<file path="src/hw/rtl/gcc_pkg.sv">
// ----------------------------------------------------------------------------
// gcc_pkg: shared types and constants of the greedy coin change block
// Holds the data width, command codes, control state and cell control struct.
// ----------------------------------------------------------------------------
package gcc_pkg;

  localparam int unsigned DW = 16;

  typedef logic [DW-1:0] word_t;

  typedef enum logic [1:0] {
    CMD_ADD    = 2'd0,
    CMD_CLEAR  = 2'd1,
    CMD_CHANGE = 2'd2,
    CMD_NONE   = 2'd3
  } cmd_t;

  typedef enum logic [2:0] {
    ST_IDLE,
    ST_SCAN,
    ST_DIV,
    ST_PUSH,
    ST_FIN
  } state_t;

  // Control broadcast to every cell of the coin chain.
  typedef struct packed {
    logic  insert;
    logic  clear;
    logic  rotate;
    word_t value;
  } cell_ctl_t;

endpackage

</file>
<file path="src/hw/rtl/gcc_cell.sv">
// ----------------------------------------------------------------------------
// gcc_cell: one entry of the coin chain
// Holds one denomination; clears, inserts in sorted order or rotates toward the head.
// ----------------------------------------------------------------------------
module gcc_cell (
  input  logic               clk,
  input  logic               rst_n,
  input  gcc_pkg::cell_ctl_t ctl,
  input  gcc_pkg::word_t     prev_coin,
  input  logic               prev_valid,
  input  logic               prev_ge,
  input  gcc_pkg::word_t     next_coin,
  input  logic               next_valid,
  output gcc_pkg::word_t     coin,
  output logic               valid,
  output logic               ge
);
  import gcc_pkg::*;

  word_t coin_r, coin_nxt;
  logic  valid_r, valid_nxt;

  // This cell lies at or after the insertion point of the new value.
  assign ge = !(valid_r && (coin_r >= ctl.value));

  always_comb begin
    coin_nxt  = coin_r;
    valid_nxt = valid_r;
    priority if (ctl.clear) begin
      valid_nxt = 1'b0;
    end else if (ctl.rotate) begin
      coin_nxt  = next_coin;
      valid_nxt = next_valid;
    end else if (ctl.insert) begin
      if (prev_ge) begin
        coin_nxt  = prev_coin;
        valid_nxt = prev_valid;
      end else if (ge) begin
        coin_nxt  = ctl.value;
        valid_nxt = 1'b1;
      end
    end
  end

  always_ff @(posedge clk) begin
    if (!rst_n) begin
      valid_r <= 1'b0;
    end else begin
      valid_r <= valid_nxt;
    end
    coin_r <= coin_nxt;
  end

  assign coin  = coin_r;
  assign valid = valid_r;

endmodule

</file>
<file path="src/hw/rtl/gcc_div.sv">
// ----------------------------------------------------------------------------
// gcc_div: iterative restoring divider
// One quotient bit per cycle; done pulses with quotient and remainder ready.
// ----------------------------------------------------------------------------
module gcc_div (
  input  logic           clk,
  input  logic           rst_n,
  input  logic           start,
  input  gcc_pkg::word_t dividend,
  input  gcc_pkg::word_t divisor,
  output logic           done,
  output gcc_pkg::word_t quot,
  output gcc_pkg::word_t remd
);
  import gcc_pkg::*;

  localparam int unsigned CW = $clog2(DW);

  logic          busy_r, busy_nxt;
  logic          done_r, done_nxt;
  logic [CW-1:0] cnt_r, cnt_nxt;
  word_t         a_r, a_nxt;
  word_t         d_r, d_nxt;
  logic [DW:0]   p_r, p_nxt;
  logic [DW:0]   p_sh, diff;

  always_comb begin
    p_sh      = {p_r[DW-1:0], a_r[DW-1]};
    diff      = p_sh - {1'b0, d_r};
    busy_nxt  = busy_r;
    done_nxt  = 1'b0;
    cnt_nxt   = cnt_r;
    a_nxt     = a_r;
    d_nxt     = d_r;
    p_nxt     = p_r;
    if (start) begin
      busy_nxt = 1'b1;
      cnt_nxt  = '0;
      a_nxt    = dividend;
      d_nxt    = divisor;
      p_nxt    = '0;
    end else if (busy_r) begin
      if (!diff[DW]) begin
        p_nxt = diff;
        a_nxt = {a_r[DW-2:0], 1'b1};
      end else begin
        p_nxt = p_sh;
        a_nxt = {a_r[DW-2:0], 1'b0};
      end
      cnt_nxt = cnt_r + 1'b1;
      if (cnt_r == CW'(DW - 1)) begin
        busy_nxt = 1'b0;
        done_nxt = 1'b1;
      end
    end
  end

  always_ff @(posedge clk) begin
    if (!rst_n) begin
      busy_r <= 1'b0;
      done_r <= 1'b0;
      cnt_r  <= '0;
    end else begin
      busy_r <= busy_nxt;
      done_r <= done_nxt;
      cnt_r  <= cnt_nxt;
    end
    a_r <= a_nxt;
    d_r <= d_nxt;
    p_r <= p_nxt;
  end

  assign done = done_r;
  assign quot = a_r;
  assign remd = p_r[DW-1:0];

endmodule

</file>
<file path="src/hw/rtl/greedy_coin_change.sv">
// ----------------------------------------------------------------------------
// greedy_coin_change: greedy change maker over a sorted coin table
// Chain of coin cells in descending order plus a shared serial divider.
// ----------------------------------------------------------------------------
// Usage. The input channel (in_valid, in_stall, in_cmd, in_value) takes one
// command item at a time. An add item inserts its denomination at its sorted
// place; a zero value, an add to a full table and the unused command code
// are dropped. A clear item empties the table. A change item walks the table
// largest coin first: the chain rotates one cell per step so that every coin
// passes the head cell, and the head coin is divided into the remaining
// amount by a one-bit-per-cycle divider. Each coin used gives one result
// item on the output channel (out_valid, out_stall, out_coin_count,
// out_coin_value, out_unpaid, out_last); the last item carries the unpaid
// remainder. The last result item appears as the block returns to idle.
// in_stall is high while a change item is in work. Reset empties the table
// and drops any result in flight. A stalled output holds its item and the
// sequencer waits for the slot.
// ----------------------------------------------------------------------------
module greedy_coin_change #(
  parameter int unsigned MAX_COINS = 8
) (
  input  logic           clk,
  input  logic           rst_n,
  input  logic           in_valid,
  output logic           in_stall,
  input  logic [1:0]     in_cmd,
  input  gcc_pkg::word_t in_value,
  output logic           out_valid,
  input  logic           out_stall,
  output gcc_pkg::word_t out_coin_count,
  output gcc_pkg::word_t out_coin_value,
  output gcc_pkg::word_t out_unpaid,
  output logic           out_last
);
  import gcc_pkg::*;

  localparam int unsigned STW = (MAX_COINS > 1) ? $clog2(MAX_COINS) : 1;

  state_t    state_r, state_nxt;
  logic [STW-1:0] step_r, step_nxt;
  word_t     rem_r, rem_nxt;
  logic      pend_r, pend_nxt;
  word_t     pcnt_r, pcnt_nxt;
  word_t     pcoin_r, pcoin_nxt;
  word_t     ncnt_r, ncnt_nxt;
  word_t     ncoin_r, ncoin_nxt;
  logic      ov_r, ov_nxt;
  word_t     ocnt_r, ocnt_nxt;
  word_t     ocoin_r, ocoin_nxt;
  word_t     ounp_r, ounp_nxt;
  logic      olast_r, olast_nxt;

  cell_ctl_t ctl;
  word_t     c_coin  [MAX_COINS];
  logic      c_valid [MAX_COINS];
  logic      c_ge    [MAX_COINS];

  logic      div_start, div_done;
  word_t     div_q, div_r;
  logic      accept, slot_free;

  assign accept    = in_valid && !in_stall;
  assign in_stall  = (state_r != ST_IDLE);
  assign slot_free = !ov_r || !out_stall;

  // The coin chain: cell 0 is the head and holds the largest coin.
  for (genvar i = 0; i < MAX_COINS; i++) begin : g_cell
    localparam int unsigned NX = (i + 1) % MAX_COINS;
    localparam int unsigned PV = (i == 0) ? 0 : i - 1;
    gcc_cell u_cell (
      .clk       (clk),
      .rst_n     (rst_n),
      .ctl       (ctl),
      .prev_coin (c_coin[PV]),
      .prev_valid(c_valid[PV]),
      .prev_ge   ((i == 0) ? 1'b0 : c_ge[PV]),
      .next_coin (c_coin[NX]),
      .next_valid(c_valid[NX]),
      .coin      (c_coin[i]),
      .valid     (c_valid[i]),
      .ge        (c_ge[i])
    );
  end

  gcc_div u_div (
    .clk     (clk),
    .rst_n   (rst_n),
    .start   (div_start),
    .dividend(rem_r),
    .divisor (c_coin[0]),
    .done    (div_done),
    .quot    (div_q),
    .remd    (div_r)
  );

  always_comb begin
    state_nxt  = state_r;
    step_nxt   = step_r;
    rem_nxt    = rem_r;
    pend_nxt   = pend_r;
    pcnt_nxt   = pcnt_r;
    pcoin_nxt  = pcoin_r;
    ncnt_nxt   = ncnt_r;
    ncoin_nxt  = ncoin_r;
    ov_nxt     = ov_r && out_stall;
    ocnt_nxt   = ocnt_r;
    ocoin_nxt  = ocoin_r;
    ounp_nxt   = ounp_r;
    olast_nxt  = olast_r;
    ctl.insert = 1'b0;
    ctl.clear  = 1'b0;
    ctl.rotate = 1'b0;
    ctl.value  = in_value;
    div_start  = 1'b0;

    unique case (state_r)
      ST_IDLE: begin
        if (accept) begin
          unique case (cmd_t'(in_cmd))
            CMD_ADD: begin
              ctl.insert = (in_value != '0) && !c_valid[MAX_COINS-1];
            end
            CMD_CLEAR: begin
              ctl.clear = 1'b1;
            end
            CMD_CHANGE: begin
              rem_nxt   = in_value;
              step_nxt  = '0;
              pend_nxt  = 1'b0;
              state_nxt = ST_SCAN;
            end
            default: begin
            end
          endcase
        end
      end
      ST_SCAN: begin
        if (c_valid[0] && (rem_r != '0) && (c_coin[0] <= rem_r)) begin
          div_start = 1'b1;
          state_nxt = ST_DIV;
        end else begin
          ctl.rotate = 1'b1;
          step_nxt   = step_r + 1'b1;
          if (step_r == STW'(MAX_COINS - 1)) begin
            state_nxt = ST_FIN;
          end
        end
      end
      ST_DIV: begin
        if (div_done) begin
          ncnt_nxt  = div_q;
          ncoin_nxt = c_coin[0];
          rem_nxt   = div_r;
          state_nxt = ST_PUSH;
        end
      end
      ST_PUSH: begin
        // An earlier result leaves only now that a later one proves it not last.
        if (!pend_r || slot_free) begin
          if (pend_r) begin
            ov_nxt    = 1'b1;
            ocnt_nxt  = pcnt_r;
            ocoin_nxt = pcoin_r;
            ounp_nxt  = '0;
            olast_nxt = 1'b0;
          end
          pend_nxt   = 1'b1;
          pcnt_nxt   = ncnt_r;
          pcoin_nxt  = ncoin_r;
          ctl.rotate = 1'b1;
          step_nxt   = step_r + 1'b1;
          state_nxt  = (step_r == STW'(MAX_COINS - 1)) ? ST_FIN : ST_SCAN;
        end
      end
      ST_FIN: begin
        if (slot_free) begin
          ov_nxt    = 1'b1;
          ocnt_nxt  = pend_r ? pcnt_r : '0;
          ocoin_nxt = pend_r ? pcoin_r : '0;
          ounp_nxt  = rem_r;
          olast_nxt = 1'b1;
          state_nxt = ST_IDLE;
        end
      end
      default: begin
        state_nxt = ST_IDLE;
      end
    endcase
  end

  always_ff @(posedge clk) begin
    if (!rst_n) begin
      state_r <= ST_IDLE;
      ov_r    <= 1'b0;
      pend_r  <= 1'b0;
      step_r  <= '0;
    end else begin
      state_r <= state_nxt;
      ov_r    <= ov_nxt;
      pend_r  <= pend_nxt;
      step_r  <= step_nxt;
    end
    rem_r   <= rem_nxt;
    pcnt_r  <= pcnt_nxt;
    pcoin_r <= pcoin_nxt;
    ncnt_r  <= ncnt_nxt;
    ncoin_r <= ncoin_nxt;
    ocnt_r  <= ocnt_nxt;
    ocoin_r <= ocoin_nxt;
    ounp_r  <= ounp_nxt;
    olast_r <= olast_nxt;
  end

  assign out_valid      = ov_r;
  assign out_coin_count = ocnt_r;
  assign out_coin_value = ocoin_r;
  assign out_unpaid     = ounp_r;
  assign out_last       = olast_r;

endmodule
</file>
<file path="config.mk">
export PLATFORM = sky130hd
export DESIGN_NAME = greedy_coin_change
export DESIGN_NICKNAME = d
export VERILOG_FILES = /design/src/hw/rtl/gcc_pkg.sv /design/src/hw/rtl/gcc_cell.sv /design/src/hw/rtl/gcc_div.sv /design/src/hw/rtl/greedy_coin_change.sv
export SDC_FILE = /design/constraint.sdc
export NUM_CORES = 1
export LEC_CHECK = 0
export BUFFER_PORTS_ARGS = -buffer_cell sky130_fd_sc_hd__buf_2
export CAP_MARGIN = 30
export CORE_MARGIN = 1
export CORE_UTILIZATION = 57
export DETAILED_ROUTE_END_ITERATION = 10
export PLACE_DENSITY = 0.78
export SLEW_MARGIN = 10
export SYNTH_ARGS = -nofsm -noshare
export SYNTH_HDL_FRONTEND = slang
export SYNTH_HIERARCHICAL = 1
export SYNTH_SLANG_ARGS = --single-unit
</file>
<file path="constraint.sdc">
create_clock -name clk -period 4.2 [get_ports clk]
set_input_delay 1.05 -clock clk [delete_from_list [all_inputs] [get_ports clk]]
set_output_delay 1.05 -clock clk [all_outputs]
set_load 0.02 [all_outputs]
</file>
==> impl_results.html <==
<table>
<tr><th>Metric</th><th>Value</th></tr>
<tr><th colspan="2">Clocking</th></tr>
<tr><td>Clock sinks</td><td>327</td></tr>
<tr><td>Hold-fix buffers, CTS</td><td>0</td></tr>
<tr><td># Post-CTS Setup Buffers</td><td>0</td></tr>
<tr><td>Number of instances resized during post-cts repair</td><td>0</td></tr>
<tr><td>Master cell of the clock root buffer</td><td>clkbuf_16</td></tr>
<tr><td>H-tree level count</td><td>2</td></tr>
<tr><td>Clock tree from TritonCTS</td><td>built</td></tr>
<tr><td>Clock slew at the register clock pins of the worst setup and hold paths</td><td>0.06 ns</td></tr>
<tr><td>Clock latency reported for the late side of the worst-skew pair</td><td>0.53 ns</td></tr>
<tr><td>Number of buffers inserted during clock tree synthesis</td><td>36</td></tr>
<tr><td>Buffers from clock root to sink, at most</td><td>3</td></tr>
<tr><th colspan="2">Global routing</th></tr>
<tr><td>Global-route wire length before repair</td><td>76,300 um</td></tr>
<tr><td>Number of antenna violations at the first check in global routing</td><td>0</td></tr>
<tr><td>Number of global-route vias before repair</td><td>13,800</td></tr>
<tr><td>Maximum number of pins on one net before global-route repair</td><td>117</td></tr>
<tr><td>Residual overflow from global routing</td><td>0</td></tr>
<tr><td>Total routing usage reported by global routing</td><td>29.2%</td></tr>
<tr><th colspan="2">Floorplanning</th></tr>
<tr><td>IO Count</td><td>73</td></tr>
<tr><td>Chip width</td><td>185 um</td></tr>
<tr><td>Starting density of the core</td><td>58.3%</td></tr>
<tr><td>Placeable Area</td><td>32,800 sq um</td></tr>
<tr><td>Die outline area</td><td>34,300 sq um</td></tr>
<tr><td>Die Ht</td><td>185 um</td></tr>
<tr><td>Total number of placement rows</td><td>66</td></tr>
<tr><th colspan="2">Hold path</th></tr>
<tr><td>Min-delay worst type</td><td>register to register</td></tr>
<tr><th colspan="2">Setup path</th></tr>
<tr><td>Standard cell with the maximum stage delay on the critical path</td><td>edfxtp_1</td></tr>
<tr><td>Dominant delay contributor by cell family on the critical path</td><td>buffers and inverters</td></tr>
<tr><td>Kind of start point of the critical path</td><td>register</td></tr>
<tr><td>Sort of element at the end of the critical path</td><td>register</td></tr>
<tr><td>Crit path max fanout</td><td>116</td></tr>
<tr><td>Critical path cell sequence</td><td>ha_1, nand4_2, nor4_2, a21boi_2, o41a_4, o21ai_4, nor2_4, buf_12, buf_4, o21ai_0</td></tr>
<tr><td>Arrival time at the worst endpoint</td><td>3.82 ns</td></tr>
<tr><td>Number of buffer and inverter instances along the worst setup path</td><td>2</td></tr>
<tr><td>Maximum cell stage delay along the critical path</td><td>0.48 ns</td></tr>
<tr><td>Setup Crit Path Kind</td><td>register to register</td></tr>
<tr><td>CP required</td><td>4.46 ns</td></tr>
<tr><th colspan="2">Status</th></tr>
<tr><td>Result of the run</td><td>finished, final reports clean</td></tr>
<tr><th colspan="2">Timing</th></tr>
<tr><td>Relative slew slack</td><td>39.6%</td></tr>
<tr><td>Tcrit/Tclk final</td><td>84.7%</td></tr>
<tr><td>Minimum clock period</td><td>3.56 ns</td></tr>
<tr><td>Least-Margin Pin Slew</td><td>0.904 ns</td></tr>
<tr><td>Fmax achieved</td><td>281 MHz</td></tr>
<tr><td>Unrepaired setup endpoints after global routing</td><td>false</td></tr>
<tr><td>Final hold violation count</td><td>0</td></tr>
<tr><td>Clock Skew</td><td>0.0178 ns</td></tr>
<tr><td>Total count of max-transition violations in the final report</td><td>0</td></tr>
<tr><td>Post-route worst setup slack</td><td>0.641 ns</td></tr>
<tr><td>Setup Total Neg Slack</td><td>0 ns</td></tr>
<tr><td>Final setup violating endpoints</td><td>0</td></tr>
<tr><th colspan="2">Finish</th></tr>
<tr><td>N_diodes</td><td>0</td></tr>
<tr><td>Area growth from synthesis to layout</td><td>12.2%</td></tr>
<tr><td>Fillers</td><td>2,574</td></tr>
<tr><td>Fin nets</td><td>2,035</td></tr>
<tr><td>Fraction of layout cells with a size suffix above 1</td><td>16.2%</td></tr>
<tr><td>Post-route insts no fill</td><td>2,318</td></tr>
<tr><th colspan="2">Route</th></tr>
<tr><td>Vias after detailed routing</td><td>14,100</td></tr>
<tr><td>WL per Instance</td><td>20.9 um</td></tr>
<tr><td>Iteration-0 DRC count of the detailed router</td><td>1,306</td></tr>
<tr><td>Length of the first detailed-routing pass in iterations</td><td>6</td></tr>
<tr><td>Wire length after detailed routing</td><td>48,400 um</td></tr>
<tr><td>DRC violations left</td><td>0</td></tr>
<tr><td>Antenna Violating Nets Remaining</td><td>0</td></tr>
<tr><td>Vias/cell</td><td>6.10</td></tr>
<tr><th colspan="2">Placed design</th></tr>
<tr><td>Post-placement worst setup slack</td><td>0.381 ns</td></tr>
<tr><td>Buffers added on ports</td><td>72</td></tr>
<tr><td>Post-DP HPWL</td><td>35,800 um</td></tr>
<tr><td>Dpl cells</td><td>2,253</td></tr>
<tr><td>Final RePlAce weighted congestion</td><td>1.02</td></tr>
<tr><th colspan="2">Synthesis</th></tr>
<tr><td>Count of mapped cells out of synthesis</td><td>1,742</td></tr>
<tr><td>Yosys Warn Count</td><td>6</td></tr>
<tr><td>Post-synthesis instance area</td><td>19,100 sq um</td></tr>
<tr><td>Post-synthesis net count</td><td>1,928</td></tr>
<tr><td>Mapped Avg Cell Area</td><td>11.0 sq um</td></tr>
<tr><th colspan="2">Pwr</th></tr>
<tr><td>Final Total Pwr</td><td>0.00840 W</td></tr>
<tr><td>Power per standard cell area</td><td>392 nW/um^2</td></tr>
<tr><td>Leakage</td><td>9.03 nW</td></tr>
<tr><td>IR drop worst, VDD</td><td>0.333 mV</td></tr>
<tr><th colspan="2">Job</th></tr>
<tr><td>Reported max-cap violation count</td><td>0</td></tr>
</table>
worst reg2reg max path: stages (launching register included):
cell,delay [ns]
edfxtp_1,0.48
ha_1,0.36
nand4_2,0.16
nor4_2,0.32
a21boi_2,0.26
o41a_4,0.21
o21ai_4,0.11
nor2_4,0.27
buf_12,0.40
buf_4,0.52
o21ai_0,0.19
power by group:
part	internal (W)	switching, W
combinational	0.000560	0.000878
sequential	0.00374	0.000182
clock	0.00174	0.00130
path summary, 6_finish.rpt:
check / cells after the start / slack (ns) / startpoint / endpoint
setup / recovery: 10 / 0.64 / g_cell[0].u_cell/coin[14] / g_cell[3].u_cell/coin[2]
hold / removal: 0 / 0.41 / ncoin_r[9] / pcoin_r[9]
setup reg to reg: 10 / 0.64 / g_cell[0].u_cell/coin[14] / g_cell[3].u_cell/coin[2]
hold reg to reg: 0 / 0.41 / ncoin_r[9] / pcoin_r[9]
cell usage in the layout, fill, tap and decap left out, types with 9 or more instances in the layout:
cell       count
ha_1         163
nand4_2       10
a31oi_1       10
and2_1        18
mux2i_1      132
nand4_1       41
inv_1        178
a21oi_1       71
nor2_1        28
clkbuf_16     36
o21ba_2       10
edfxtp_1     289
o22ai_1       17
nand3_1       28
a211o_1       10
mux2_2        28
o21ai_0       78
o21ai_2       15
nor4_1        12
nand2_1      184
and3_1         9
o21ai_1       81
clkinv_2       9
dfxtp_1       38
or3_1         14
nor2b_1       43
buf_2         72
nand2b_1      22
buf_4         67
layout make-up:
cell class	instances	area, sq um	area share [%]
sequential	327	9440	44.0
multi-input combinational	1166	8770	40.9
clock buffer	41	930	4.33
timing repair buffer	140	883	4.12
inverter	178	668	3.12
tap	442	553	2.58
clock inverter	24	206	0.963
sequential cells by signal (all words and copies together), names as in the netlist:
| register | cells |
|---|---|
| g_cell.u_cell/coin | 128 |
| g_cell.u_cell/valid | 8 |
| ncnt_r | 16 |
| ncoin_r | 16 |
| out_coin_count | 16 |
| out_coin_value | 16 |
| out_last | 1 |
| out_unpaid | 16 |
| out_valid | 1 |
| pcnt_r | 16 |
| pcoin_r | 16 |
| pend_r | 1 |
| rem_r | 16 |
| state_r | 3 |
| step_r | 3 |
| u_div/busy_r | 1 |
| u_div/cnt_r | 4 |
| u_div/d_r | 16 |
| u_div/done | 1 |
| u_div/p_r | 16 |
| u_div/quot | 16 |
through the flow:
stage / utilization (%) / hold slack [ns] / area [sq um]
after global placement: 61.9 / 0.400 / 20300
after global routing: 65.4 / 0.422 / 21400
after CTS: 65.4 / 0.413 / 21400
after detailed placement: 62.0 / 0.405 / 20300
after floorplan: - / 0.400 / 19100
final: 65.4 / 0.414 / 21400
routing by layer:
layer  part of all wire, %  track usage [%]
met1                    41             37.0
met2                    48             48.5
met3                   6.8             4.80
met4                   5.0             14.6
met5                     0                0
Power figures use the tool's default switching activity.
